==> src/rtl/gfli_pkg.sv <==
// Shared types and constants for the gap-filling linear interpolator.
package gfli_pkg;

    localparam int MAX_LEN     = 64;
    localparam int VAL_W       = 15;
    localparam int GAP_W       = $clog2(MAX_LEN);
    localparam int CNT_W       = $clog2(MAX_LEN + 1);
    localparam int DEN_W       = GAP_W + 1;
    localparam int QUEUE_DEPTH = 2;
    localparam int QUEUE_AW    = $clog2(QUEUE_DEPTH);
    localparam int QUEUE_CW    = $clog2(QUEUE_DEPTH + 1);
    localparam int DIV_CW      = $clog2(VAL_W + 1);

    localparam logic [VAL_W-1:0] EMPTY_FILL_RESET = VAL_W'(8192);

    typedef struct packed {
        logic signed [15:0] sample;
        logic               last;
    } gfli_in_t;

    typedef struct packed {
        logic [VAL_W-1:0] value;
        logic             last_out;
    } gfli_out_t;

    // One burst of results: gap filler points, then the closing point.
    typedef struct packed {
        logic             interp;
        logic [VAL_W-1:0] base;
        logic [VAL_W-1:0] target;
        logic [GAP_W-1:0] gap;
        logic             fin;
    } gfli_job_t;

endpackage

==> src/rtl/gfli_fifo.sv <==
// Small register queue of jobs between the front and back parts.
module gfli_fifo (
    input  logic               clk,
    input  logic               rst_n,
    input  logic               push,
    input  gfli_pkg::gfli_job_t wr_job,
    input  logic               pop,
    output gfli_pkg::gfli_job_t rd_job,
    output logic               full,
    output logic               not_empty
);
    import gfli_pkg::*;

    gfli_job_t           entry_reg [QUEUE_DEPTH];
    logic [QUEUE_AW-1:0] wr_ptr_reg, wr_ptr_next;
    logic [QUEUE_AW-1:0] rd_ptr_reg, rd_ptr_next;
    logic [QUEUE_CW-1:0] count_reg, count_next;

    assign full      = (count_reg == QUEUE_CW'(QUEUE_DEPTH));
    assign not_empty = (count_reg != '0);
    assign rd_job    = entry_reg[rd_ptr_reg];

    always_comb
    begin
        wr_ptr_next = wr_ptr_reg;
        rd_ptr_next = rd_ptr_reg;
        count_next  = count_reg;
        if (push)
        begin
            wr_ptr_next = (wr_ptr_reg == QUEUE_AW'(QUEUE_DEPTH - 1)) ? '0
                                                                      : wr_ptr_reg + 1'b1;
        end
        if (pop)
        begin
            rd_ptr_next = (rd_ptr_reg == QUEUE_AW'(QUEUE_DEPTH - 1)) ? '0
                                                                      : rd_ptr_reg + 1'b1;
        end
        if (push && !pop)
        begin
            count_next = count_reg + 1'b1;
        end
        else if (pop && !push)
        begin
            count_next = count_reg - 1'b1;
        end
    end

    always_ff @(posedge clk or negedge rst_n)
    begin
        if (!rst_n)
        begin
            wr_ptr_reg <= '0;
            rd_ptr_reg <= '0;
            count_reg  <= '0;
        end
        else
        begin
            wr_ptr_reg <= wr_ptr_next;
            rd_ptr_reg <= rd_ptr_next;
            count_reg  <= count_next;
        end
    end

    always_ff @(posedge clk)
    begin
        if (push)
        begin
            entry_reg[wr_ptr_reg] <= wr_job;
        end
    end

endmodule

==> src/rtl/gfli_front.sv <==
// Front part: takes input transactions, tracks the sequence and queues result bursts.
module gfli_front (
    input  logic                        clk,
    input  logic                        rst_n,
    input  logic                        in_valid,
    output logic                        in_stall,
    input  gfli_pkg::gfli_in_t          in_data,
    input  logic                        cfg_wr_en,
    input  logic [gfli_pkg::VAL_W-1:0]  cfg_wr_data,
    input  logic                        q_full,
    output logic                        push,
    output gfli_pkg::gfli_job_t         job
);
    import gfli_pkg::*;

    logic [VAL_W-1:0] empty_fill_reg;
    logic [VAL_W-1:0] prev_known_reg, prev_known_next;
    logic             have_known_reg, have_known_next;
    logic [GAP_W-1:0] gap_len_reg, gap_len_next;
    logic [CNT_W-1:0] item_count_reg, item_count_next;

    logic             accept;
    logic             missing;
    logic [VAL_W-1:0] v;
    logic [CNT_W-1:0] cnt;
    logic             seq_end;

    assign in_stall = q_full;
    assign accept   = in_valid && !q_full;
    assign missing  = in_data.sample[15];
    assign v        = in_data.sample[VAL_W-1:0];
    assign cnt      = item_count_reg + 1'b1;
    assign seq_end  = in_data.last || (cnt >= CNT_W'(MAX_LEN));

    // A missing point that does not end the sequence only grows the gap.
    assign push = accept && (!missing || seq_end);

    always_comb
    begin
        job.interp = !missing && have_known_reg;
        job.base   = prev_known_reg;
        job.gap    = gap_len_reg;
        job.fin    = missing ? 1'b1 : seq_end;
        if (!missing)
        begin
            job.target = v;
        end
        else
        begin
            job.target = have_known_reg ? prev_known_reg : empty_fill_reg;
        end
    end

    always_comb
    begin
        prev_known_next = prev_known_reg;
        have_known_next = have_known_reg;
        gap_len_next    = gap_len_reg;
        item_count_next = item_count_reg;
        if (accept)
        begin
            if (!missing)
            begin
                prev_known_next = v;
                have_known_next = 1'b1;
                gap_len_next    = '0;
            end
            else if (!seq_end)
            begin
                gap_len_next = gap_len_reg + 1'b1;
            end
            if (seq_end)
            begin
                prev_known_next = '0;
                have_known_next = 1'b0;
                gap_len_next    = '0;
                item_count_next = '0;
            end
            else
            begin
                item_count_next = cnt;
            end
        end
    end

    always_ff @(posedge clk or negedge rst_n)
    begin
        if (!rst_n)
        begin
            empty_fill_reg <= EMPTY_FILL_RESET;
            prev_known_reg <= '0;
            have_known_reg <= 1'b0;
            gap_len_reg    <= '0;
            item_count_reg <= '0;
        end
        else
        begin
            if (cfg_wr_en)
            begin
                empty_fill_reg <= cfg_wr_data;
            end
            prev_known_reg <= prev_known_next;
            have_known_reg <= have_known_next;
            gap_len_reg    <= gap_len_next;
            item_count_reg <= item_count_next;
        end
    end

endmodule

==> src/rtl/gfli_div.sv <==
// Radix-2 restoring divider: step magnitude over gap length, one quotient bit per cycle.
module gfli_div (
    input  logic                        clk,
    input  logic                        rst_n,
    input  logic                        start,
    input  logic [gfli_pkg::VAL_W-1:0]  dividend,
    input  logic [gfli_pkg::DEN_W-1:0]  divisor,
    output logic                        done,
    output logic [gfli_pkg::VAL_W-1:0]  quotient,
    output logic [gfli_pkg::DEN_W-1:0]  remainder
);
    import gfli_pkg::*;

    logic [DIV_CW-1:0] count_reg, count_next;
    logic              done_reg, done_next;
    logic [VAL_W-1:0]  quo_reg, quo_next;
    logic [DEN_W-1:0]  rem_reg, rem_next;
    logic [DEN_W-1:0]  den_reg, den_next;
    logic [DEN_W:0]    trial;
    logic [DEN_W:0]    trial_diff;

    assign trial      = {rem_reg, quo_reg[VAL_W-1]};
    assign trial_diff = trial - {1'b0, den_reg};

    assign done      = done_reg;
    assign quotient  = quo_reg;
    assign remainder = rem_reg;

    always_comb
    begin
        count_next = count_reg;
        done_next  = 1'b0;
        quo_next   = quo_reg;
        rem_next   = rem_reg;
        den_next   = den_reg;
        if (start)
        begin
            count_next = DIV_CW'(VAL_W);
            quo_next   = dividend;
            rem_next   = '0;
            den_next   = divisor;
        end
        else if (count_reg != '0)
        begin
            if (trial >= {1'b0, den_reg})
            begin
                rem_next = trial_diff[DEN_W-1:0];
                quo_next = {quo_reg[VAL_W-2:0], 1'b1};
            end
            else
            begin
                rem_next = trial[DEN_W-1:0];
                quo_next = {quo_reg[VAL_W-2:0], 1'b0};
            end
            count_next = count_reg - 1'b1;
            done_next  = (count_reg == DIV_CW'(1));
        end
    end

    always_ff @(posedge clk or negedge rst_n)
    begin
        if (!rst_n)
        begin
            count_reg <= '0;
            done_reg  <= 1'b0;
        end
        else
        begin
            count_reg <= count_next;
            done_reg  <= done_next;
        end
    end

    always_ff @(posedge clk)
    begin
        quo_reg <= quo_next;
        rem_reg <= rem_next;
        den_reg <= den_next;
    end

endmodule

==> src/rtl/gfli_back.sv <==
// Back part: turns queued bursts into result transactions, interpolating gaps.
module gfli_back (
    input  logic                clk,
    input  logic                rst_n,
    input  logic                q_not_empty,
    input  gfli_pkg::gfli_job_t q_job,
    output logic                q_pop,
    output logic                out_valid,
    input  logic                out_stall,
    output gfli_pkg::gfli_out_t out_data
);
    import gfli_pkg::*;

    localparam logic [1:0] S_IDLE = 2'd0;
    localparam logic [1:0] S_DIV  = 2'd1;
    localparam logic [1:0] S_EMIT = 2'd2;

    logic [1:0]       state_reg, state_next;
    gfli_job_t        job_reg, job_next;
    logic             neg_reg, neg_next;
    logic [GAP_W-1:0] k_reg, k_next;
    logic [VAL_W-1:0] q_reg, q_next;
    logic [DEN_W-1:0] r_reg, r_next;
    logic [VAL_W-1:0] qa_reg, qa_next;
    logic [DEN_W-1:0] ra_reg, ra_next;
    logic             out_valid_reg, out_valid_next;
    gfli_out_t        out_reg, out_next;

    logic             load;
    logic signed [VAL_W:0] head_diff;
    logic [VAL_W-1:0] head_mag;
    logic             div_start;
    logic             div_done;
    logic [VAL_W-1:0] div_quo;
    logic [DEN_W-1:0] div_rem;
    logic [DEN_W-1:0] den;
    logic [DEN_W-1:0] head_den;
    logic [DEN_W:0]   r_sum;
    logic             r_wrap;
    logic [VAL_W-1:0] q_step;
    logic [DEN_W-1:0] r_step;
    logic [VAL_W-1:0] interp_val;

    assign load = !out_valid_reg || !out_stall;

    assign head_diff = $signed({1'b0, q_job.target}) - $signed({1'b0, q_job.base});
    assign head_mag  = head_diff[VAL_W] ? VAL_W'(-head_diff) : head_diff[VAL_W-1:0];
    assign head_den  = {1'b0, q_job.gap} + 1'b1;
    assign den       = {1'b0, job_reg.gap} + 1'b1;

    // |diff| = qa*den + ra, so k*|diff|/den advances by qa, plus one on remainder wrap.
    assign r_sum      = {1'b0, r_reg} + {1'b0, ra_reg};
    assign r_wrap     = (r_sum >= {1'b0, den});
    assign r_step     = r_wrap ? DEN_W'(r_sum - {1'b0, den}) : r_sum[DEN_W-1:0];
    assign q_step     = q_reg + qa_reg + VAL_W'(r_wrap);
    assign interp_val = neg_reg ? (job_reg.base - q_step) : (job_reg.base + q_step);

    assign div_start = (state_reg == S_IDLE) && q_not_empty
                       && q_job.interp && (q_job.gap != '0);
    assign q_pop     = (state_reg == S_IDLE) && q_not_empty;

    gfli_div u_div (
        .clk       (clk),
        .rst_n     (rst_n),
        .start     (div_start),
        .dividend  (head_mag),
        .divisor   (head_den),
        .done      (div_done),
        .quotient  (div_quo),
        .remainder (div_rem)
    );

    always_comb
    begin
        state_next     = state_reg;
        job_next       = job_reg;
        neg_next       = neg_reg;
        k_next         = k_reg;
        q_next         = q_reg;
        r_next         = r_reg;
        qa_next        = qa_reg;
        ra_next        = ra_reg;
        out_valid_next = out_valid_reg && out_stall;
        out_next       = out_reg;
        case (state_reg)
            S_IDLE:
            begin
                if (q_not_empty)
                begin
                    job_next   = q_job;
                    neg_next   = head_diff[VAL_W];
                    k_next     = '0;
                    q_next     = '0;
                    r_next     = '0;
                    state_next = div_start ? S_DIV : S_EMIT;
                end
            end
            S_DIV:
            begin
                if (div_done)
                begin
                    qa_next    = div_quo;
                    ra_next    = div_rem;
                    state_next = S_EMIT;
                end
            end
            S_EMIT:
            begin
                if (load)
                begin
                    out_valid_next = 1'b1;
                    if (k_reg != job_reg.gap)
                    begin
                        out_next.value    = job_reg.interp ? interp_val : job_reg.target;
                        out_next.last_out = 1'b0;
                        q_next            = q_step;
                        r_next            = r_step;
                        k_next            = k_reg + 1'b1;
                    end
                    else
                    begin
                        out_next.value    = job_reg.target;
                        out_next.last_out = job_reg.fin;
                        state_next        = S_IDLE;
                    end
                end
            end
            default:
            begin
                state_next = S_IDLE;
            end
        endcase
    end

    always_ff @(posedge clk or negedge rst_n)
    begin
        if (!rst_n)
        begin
            state_reg     <= S_IDLE;
            out_valid_reg <= 1'b0;
        end
        else
        begin
            state_reg     <= state_next;
            out_valid_reg <= out_valid_next;
        end
    end

    always_ff @(posedge clk)
    begin
        job_reg <= job_next;
        neg_reg <= neg_next;
        k_reg   <= k_next;
        q_reg   <= q_next;
        r_reg   <= r_next;
        qa_reg  <= qa_next;
        ra_reg  <= ra_next;
        out_reg <= out_next;
    end

    assign out_valid = out_valid_reg;
    assign out_data  = out_reg;

endmodule

==> src/rtl/gap_fill_linear_interpolator_core.sv <==
// Top level of the gap-filling linear interpolator.
// Fills missing Q1.14 samples (negative input) in a sequence: leading gaps copy the
// first known sample, inner gaps are interpolated with truncation toward zero,
// trailing gaps hold the last known sample, and an all-missing sequence yields
// empty_fill. A sequence ends on last or on its 64th item. The front takes one input
// transaction per cycle while the two-entry job queue has room; a missing sample that
// does not end the sequence takes no queue slot. The back takes a job from the queue,
// then, for an interpolated gap, runs the bit-serial divider (15 quotient bits) for the
// step, and then delivers gap+1 results at one per cycle while out_stall is low.
module gap_fill_linear_interpolator_core (
    input  logic                        clk,
    input  logic                        rst_n,
    input  logic                        in_valid,
    output logic                        in_stall,
    input  gfli_pkg::gfli_in_t          in_data,
    output logic                        out_valid,
    input  logic                        out_stall,
    output gfli_pkg::gfli_out_t         out_data,
    input  logic                        cfg_wr_en,
    input  logic [gfli_pkg::VAL_W-1:0]  cfg_wr_data
);
    import gfli_pkg::*;

    logic      push;
    logic      pop;
    logic      q_full;
    logic      q_not_empty;
    gfli_job_t wr_job;
    gfli_job_t rd_job;

    gfli_front u_front (
        .clk         (clk),
        .rst_n       (rst_n),
        .in_valid    (in_valid),
        .in_stall    (in_stall),
        .in_data     (in_data),
        .cfg_wr_en   (cfg_wr_en),
        .cfg_wr_data (cfg_wr_data),
        .q_full      (q_full),
        .push        (push),
        .job         (wr_job)
    );

    gfli_fifo u_fifo (
        .clk       (clk),
        .rst_n     (rst_n),
        .push      (push),
        .wr_job    (wr_job),
        .pop       (pop),
        .rd_job    (rd_job),
        .full      (q_full),
        .not_empty (q_not_empty)
    );

    gfli_back u_back (
        .clk         (clk),
        .rst_n       (rst_n),
        .q_not_empty (q_not_empty),
        .q_job       (rd_job),
        .q_pop       (pop),
        .out_valid   (out_valid),
        .out_stall   (out_stall),
        .out_data    (out_data)
    );

endmodule
==> config.mk <==
export PLATFORM = sky130hd
export DESIGN_NAME = gap_fill_linear_interpolator_core
export DESIGN_NICKNAME = d
export VERILOG_FILES = /design/src/rtl/gfli_pkg.sv /design/src/rtl/gfli_fifo.sv /design/src/rtl/gfli_front.sv /design/src/rtl/gfli_div.sv /design/src/rtl/gfli_back.sv /design/src/rtl/gap_fill_linear_interpolator_core.sv
export SDC_FILE = /design/constraint.sdc
export NUM_CORES = 1
export LEC_CHECK = 0
export ABC_AREA = 1
export BUFFER_PORTS_ARGS = -buffer_cell sky130_fd_sc_hd__buf_4
export CAP_MARGIN = 15
export CORE_AREA = 2 2 159 161
export DETAILED_ROUTE_END_ITERATION = 8
export DIE_AREA = 0 0 161 163
export MAX_ROUTING_LAYER = met4
export PLACE_DENSITY_LB_ADDON = 0.15
export SYNTH_ARGS = -nofsm -noshare
export SYNTH_HDL_FRONTEND = slang
export SYNTH_SLANG_ARGS = --single-unit
==> constraint.sdc <==
create_clock -name clk -period 10.71 [get_ports clk]
set_input_delay 2.142 -clock clk [delete_from_list [all_inputs] [get_ports clk]]
set_output_delay 2.142 -clock clk [all_outputs]
set_load 0.01 [all_outputs]
* Word level (Yosys, flattened, before mapping)
Memory sizes are Yosys's and may differ from the RTL's.
Index checks and enable logic that the tools add are counted.
** Operators by class
- Equality and inequality tests :: 11
- $lt $le $gt $ge :: 3
- Multiplexer cells :: 49
- Add/sub/neg operators :: 19
- Reductions and logical operators :: 31
** Operators by type and width (number)
- 15-bit 2-to-1 mux :: 12
- 7-bit 2-to-1 mux :: 6
- 15-bit adder :: 2
- 6-bit 2-to-1 mux :: 5
- 15-bit case mux with 2 select lines :: 1
- 8-bit by 7-bit >= comparator with 1-bit output :: 2
- 16-bit 2-to-1 mux :: 1
- 15-bit by 15-bit subtractor with 16-bit output :: 1
- 15-bit by 1-bit adder with 15-bit output :: 1
- 15-bit negation :: 1
- 15-bit subtractor :: 1
- 6-bit by 1-bit adder with 7-bit output (second input constant) :: 2
- 2-bit 2-to-1 mux :: 7
- 7-bit case mux with 2 select lines :: 1
- 7-bit subtractor :: 2
- 6-bit by 1-bit adder with 6-bit output (second input constant) :: 2
- 1-bit 2-to-1 mux :: 12
- 6-bit case mux with 2 select lines :: 1
- 1-bit logical AND :: 9
- 7-bit by 7-bit adder with 8-bit output :: 1
- 4-bit 2-to-1 mux :: 2
- 2-bit by 1-bit inequality test with 1-bit output (second input constant) :: 4
- 2-bit AND reduction :: 4
- 4-bit AND reduction :: 2
- 18 further kinds :: 31
** Word-level totals
- Memories kept :: 1
- Register bits :: 190
- Bits in writable memories :: 76
- Output and inout bits :: 18
- Logic and storage cells :: 142
** Memories
- u_fifo.entry_reg :: depth 2, width 38, rd ports 1, clocked after Yosys merged registers in 0, wr ports 1, RTL line gfli_fifo.sv:14 : gfli_job_t entry_reg [QUEUE_DEPTH];

* Depth between registers and ports, before layout
- Depth after elaboration :: 9
- Gate-level depth with buffers :: 43
- Gate-level depth less buffers :: 43

* By module
From an unflattened synthesis, not the netlist that was laid out.
** Second synthesis, totals
- Cell total of the unflattened synthesis :: 1490
- Area total of the unflattened synthesis :: 14635.3 um^2
** By module, submodules not included
- gfli_back :: area an instance 7579.8 um^2, sequential area each 3228.1 um^2, instances 1, cells each 879
- gfli_fifo :: area an instance 2995.4 um^2, sequential area each 2382.3 um^2, instances 1, cells each 143
- gfli_front :: area an instance 2257.2 um^2, sequential area each 1102.3 um^2, instances 1, cells each 254
- gfli_div :: area an instance 1803.0 um^2, sequential area each 925.9 um^2, instances 1, cells each 214

* Worst setup path after synthesis
No wires, ideal clock.
- Path kind :: reg2reg
- From :: register u_back.ra_reg[2]
- To :: register u_back.out_reg (netlist bit u_back.out_data[14]) (data pin)
- Data required time :: 10457 ps
- Slack :: 5176 ps
- Cell stages (with the launch flop) :: 43
- Arrival time :: 5280 ps
- Clock period less this slack :: 5534 ps
- Path buffers :: 0
- Path through :: edfxtp_1 ha_1 nand3_1 nand3_1 xor2_1 inv_1 ha_1 nand2_1 inv_1 nand2_1 nand2_1 nand2_1 nand2_1 a21oi_2 o21ai_1 a211oi_2 nand2_2 inv_2 (+7 left out) nand2_1 nand2_1 inv_1 nor2_2 nand3_1 o21ai_1 xor2_1 inv_1 ha_1 nand2_1 inv_1 nand4_1 nand3_1 a21oi_1 o21bai_1 or2_2 nand3_1 nand2_1
** Between the ends
- Cells in the longest elaborated chain, start to end :: 7
- Elaborated cells between the ends (all ways) :: 8
- Those cells by class :: add/sub: 4; order compare: 1; mux: 3
** Ends and longest elaborated chain
- start: declaration :: RTL line gfli_back.sv:25 : logic [DEN_W-1:0] ra_reg, ra_next;
- start signal: assignment :: RTL line gfli_back.sv:157 : ra_reg <= ra_next;
- 7-bit by 7-bit adder with 8-bit output (*) :: RTL line gfli_back.sv:52 : assign r_sum = {1'b0, r_reg} + {1'b0, ra_reg};
- 8-bit by 7-bit >= comparator with 1-bit output (*) :: RTL line gfli_back.sv:53 : assign r_wrap = (r_sum >= {1'b0, den});
- 15-bit by 1-bit adder with 15-bit output (*) :: RTL line gfli_back.sv:55 : assign q_step = q_reg + qa_reg + VAL_W'(r_wrap);
- 15-bit adder / 15-bit subtractor (equally long branches) :: RTL line gfli_back.sv:56 : assign interp_val = neg_reg ? (job_reg.base - q_step) : (job_reg.base + q_step);
- 15-bit 2-to-1 mux (*) :: RTL line gfli_back.sv:56
- 15-bit 2-to-1 mux (*) :: RTL line gfli_back.sv:114 : out_next.value = job_reg.interp ? interp_val : job_reg.target;
- 16-bit 2-to-1 mux (*) :: RTL line gfli_back.sv:112 : if (k_reg != job_reg.gap)
- end signal: assignment :: RTL line gfli_back.sv:158 : out_reg <= out_next;
- end: declaration :: RTL line gfli_back.sv:27 : gfli_out_t out_reg, out_next;
Mark *: on every way between the ends. The rest lies on a longest branch, timed or not.
A chain may end at the register's enable or synchronous reset.

* Worst setup path after layout
- From :: register u_back.r_reg[2]
- To :: register u_back.out_reg (netlist bit u_back.out_data[14]) (data pin)
** Between the ends
- Cells in the longest elaborated chain, start to end :: 7
- Elaborated cells between the ends (all ways) :: 8
- Those cells by class :: add/sub: 4; order compare: 1; mux: 3
** Ends and longest elaborated chain
- start: declaration :: RTL line gfli_back.sv:23 : logic [DEN_W-1:0] r_reg, r_next;
- start signal: assignment :: RTL line gfli_back.sv:155 : r_reg <= r_next;
- 7-bit by 7-bit adder with 8-bit output (*) :: RTL line gfli_back.sv:52
- 8-bit by 7-bit >= comparator with 1-bit output (*) :: RTL line gfli_back.sv:53
- 15-bit by 1-bit adder with 15-bit output (*) :: RTL line gfli_back.sv:55
- 15-bit adder / 15-bit subtractor (equally long branches) :: RTL line gfli_back.sv:56
- 15-bit 2-to-1 mux (*) :: RTL line gfli_back.sv:56
- 15-bit 2-to-1 mux (*) :: RTL line gfli_back.sv:114
- 16-bit 2-to-1 mux (*) :: RTL line gfli_back.sv:112
Marked as above.

==> run_results.csv <==
group,metric,value,unit
worst_setup_path,critPathArrivalTime,6.59,ns
worst_setup_path,critical_path.endpoint_type,"register",
final_layout,drive_gt1_share,10.89,%
timing,min_period,6.305,ns
place,dpl_cell_area,15290,um2
synth,ys_async_sr_fraction,21.05,%
final_layout,antennaDiodeCount,0,
timing,skew,0.01503,ns
final_layout,fin_cells,1992,
worst_setup_path,path_class,"reg -> reg",
timing,worst_pin_slew,1.105,ns
synth,yosysTopAreaCell,"edfxtp_1",
clock_tree,cts_setup_buffers,0,
synth,synth-main-ff-cell,"edfxtp_1",
routing,first_iter_violations,741,
timing,post-route-period-util,58.87,%
synth,ys_top_cells_by_count,"361 x nand2_1, 221 x inv_1, 203 x edfxtp_1, 132 x o21ai_0, 114 x nor2_1",
final_layout,largest_reg_flops,76,
worst_setup_path,start_kind,"register",
timing,fin_tns_setup,0,ns
clock_tree,clk_latency,0.54,ns
global_route,track_usage,24.09,%
timing,rsz0062_at_grt,"no",
final_layout,fin_nets,1758,
synth,yosysUniqueCellTypes,56,
global_route,antenna_found_initial,0,
die,fp.coreArea,24670,um2
clock_tree,root_buffer,"clkbuf_16",
routing,avgViaCountPerCell,5.248,
routing,num_vias,10460,
worst_setup_path,cp_slowest_cell,"fa_1",
timing,setup_viol_count_final,0,
routing,final_antenna_net_count,0,
timing,final_max_slew_viol_count,0,
synth,ys_seq_area_share,52.46,%
synth,netlist.area_leader.share,41.87,%
die,die-width,161,um
synth,ys_top_cells_by_area,"edfxtp_1 42%, dfrtp_1 9.5%, nand2_1 9.3%",
global_route,grt_max_degree,57,
clock_tree,numCtsBuffers,28,
synth,synthesis.nets,1698,
status,status,"completed",
clock_tree,cts.reportedPaths.clkPinSlew,0.06,ns
timing,finalHoldViolCount,0,
synth,synth_area,14560,um2
place,hpwl,22.37,mm
synth,yosysWarningCount,0,
worst_hold_path,hold_class,"reg -> reg",
worst_setup_path,cp.required,10.99,ns
worst_setup_path,cp_slowest_stage_delay,0.59,ns
worst_setup_path,path_buf_inv,4,
global_route,grt_pass1_wl,49.64,mm
synth,ys_ff_latch,266,
die,die_h,163,um
clock_tree,cts_hold_buf,0,
routing,routed_wl,29.86,mm
worst_setup_path,crit_top_cell,"nand2_1",
clock_tree,htree_levels,1,
clock_tree,cts_buffer_depth,3,
global_route,grt_remaining_overflow,0,
global_route,grt_pass1_vias,10070,
routing,routedWlPerCell,14.99,um
final_layout,design_area,16230,um2
place,place_inst,1939,
die,rows,58,
die,die_area,26240,um2
routing,remaining_drc_errors,0,
timing,max_clock_freq,0.1586,GHz
routing,dr.pass1.iters,5,
clock_tree,cts_tree,"built",
synth,synth.avg_cell_area,9.215,um2
place,port_buffers,54,
clock_tree,cts_resized,0,
worst_setup_path,cp_top_family,"adder cells",
die,top_level_ports,55,
worst_setup_path,critPathMaxFanout,10,
synth,synth_cells,1580,
timing,slew_headroom,26.09,%
run,cap_violations,0,
place,gp_congestion,0.9290,
die,initial_core_util,59.01,%
clock_tree,clock_sinks,266,
synth,synth_most_common_cell,"nand2_1",
synth,synth_edf_count,203,
final_layout,fin_util,65.76,%
final_layout,synthToLayoutAreaGrowth,11.44,%
per-stage QoR:
stage          hold slack (ns)  worst slack [ns]
5_1_grt                 0.4614             3.774
2_1_floorplan           0.4082             5.176
3_3_place_gp            0.4158             4.748
6_report                0.4463             4.405
3_5_place_dp            0.4321             4.482
4_1_cts                 0.4476             4.446
cells in the final DEF (no fill, tap or decap), drive strengths merged:
master	instances
o211ai	2
a211oi	2
edfxtp	203
dfxtp	7
clkinvlp	2
nand2	376
o21ai	150
dfstp	1
nand4	20
a32o	1
and2	2
ha	74
inv	229
xnor2	18
a21o	3
and3	1
o221ai	1
a21oi	78
nand3b	11
nor2	120
clkbuf	35
xor2	48
a221oi	1
or2	27
dfrtp	55
bufinv	1
o21bai	5
nor3	14
clkinv	17
a22o	1
o22a	1
o21a	3
o2111ai	1
a31oi	4
buf	61
fa	7
nand3	80
logic make-up (layout without fill, tap and decap cells):
family,Yosys count,count (layout),synth area share (%)
simple gates,651,651,19.60
compound gates,253,253,9.418
buf+inv,263,345,6.995
fa+ha+maj,81,81,7.321
flops,266,266,52.46
xor+xnor,66,66,4.202
per-layer routing:
metal  wire length [um]  vias up  track usage [%]  share of wire, %
li1                   -     5361                -                 -
met1              14070     4827            32.92                47
met2              14060      223            39.43                47
met3               1201       44            2.699               4.0
met4                527        0            5.317               1.8
met5                  0        -                -                 0
area by class of cell:
type	count	area (um2)
well taps	330	412.9
multi-input cells	1051	5921
flip-flops and latches	266	7639
repair buffers	61	470.5
clock inverters	17	123.9
clock buffers	35	788.3
fillers	2018	8448
inverters	232	870.8
final timing paths:
check,from,end,slack (ns),cells after the start
worst max-delay path,u_back.r_reg[2],u_back.out_data[14],4.40,38
worst min register to register,u_back.u_div.remainder[6],u_back.ra_reg[6],0.45,0
worst min-delay path,u_back.u_div.remainder[6],u_back.ra_reg[6],0.45,0
max in group asynchronous,rst_n,u_back.u_div.count_reg[1],8.53,1
worst max register to register,u_back.r_reg[2],u_back.out_data[14],4.40,38
min in group asynchronous,rst_n,u_front.empty_fill_reg[11],1.67,1
Power is not shown: default switching activity piles up to over one toggle a cycle in this logic, so the estimate is an artifact.
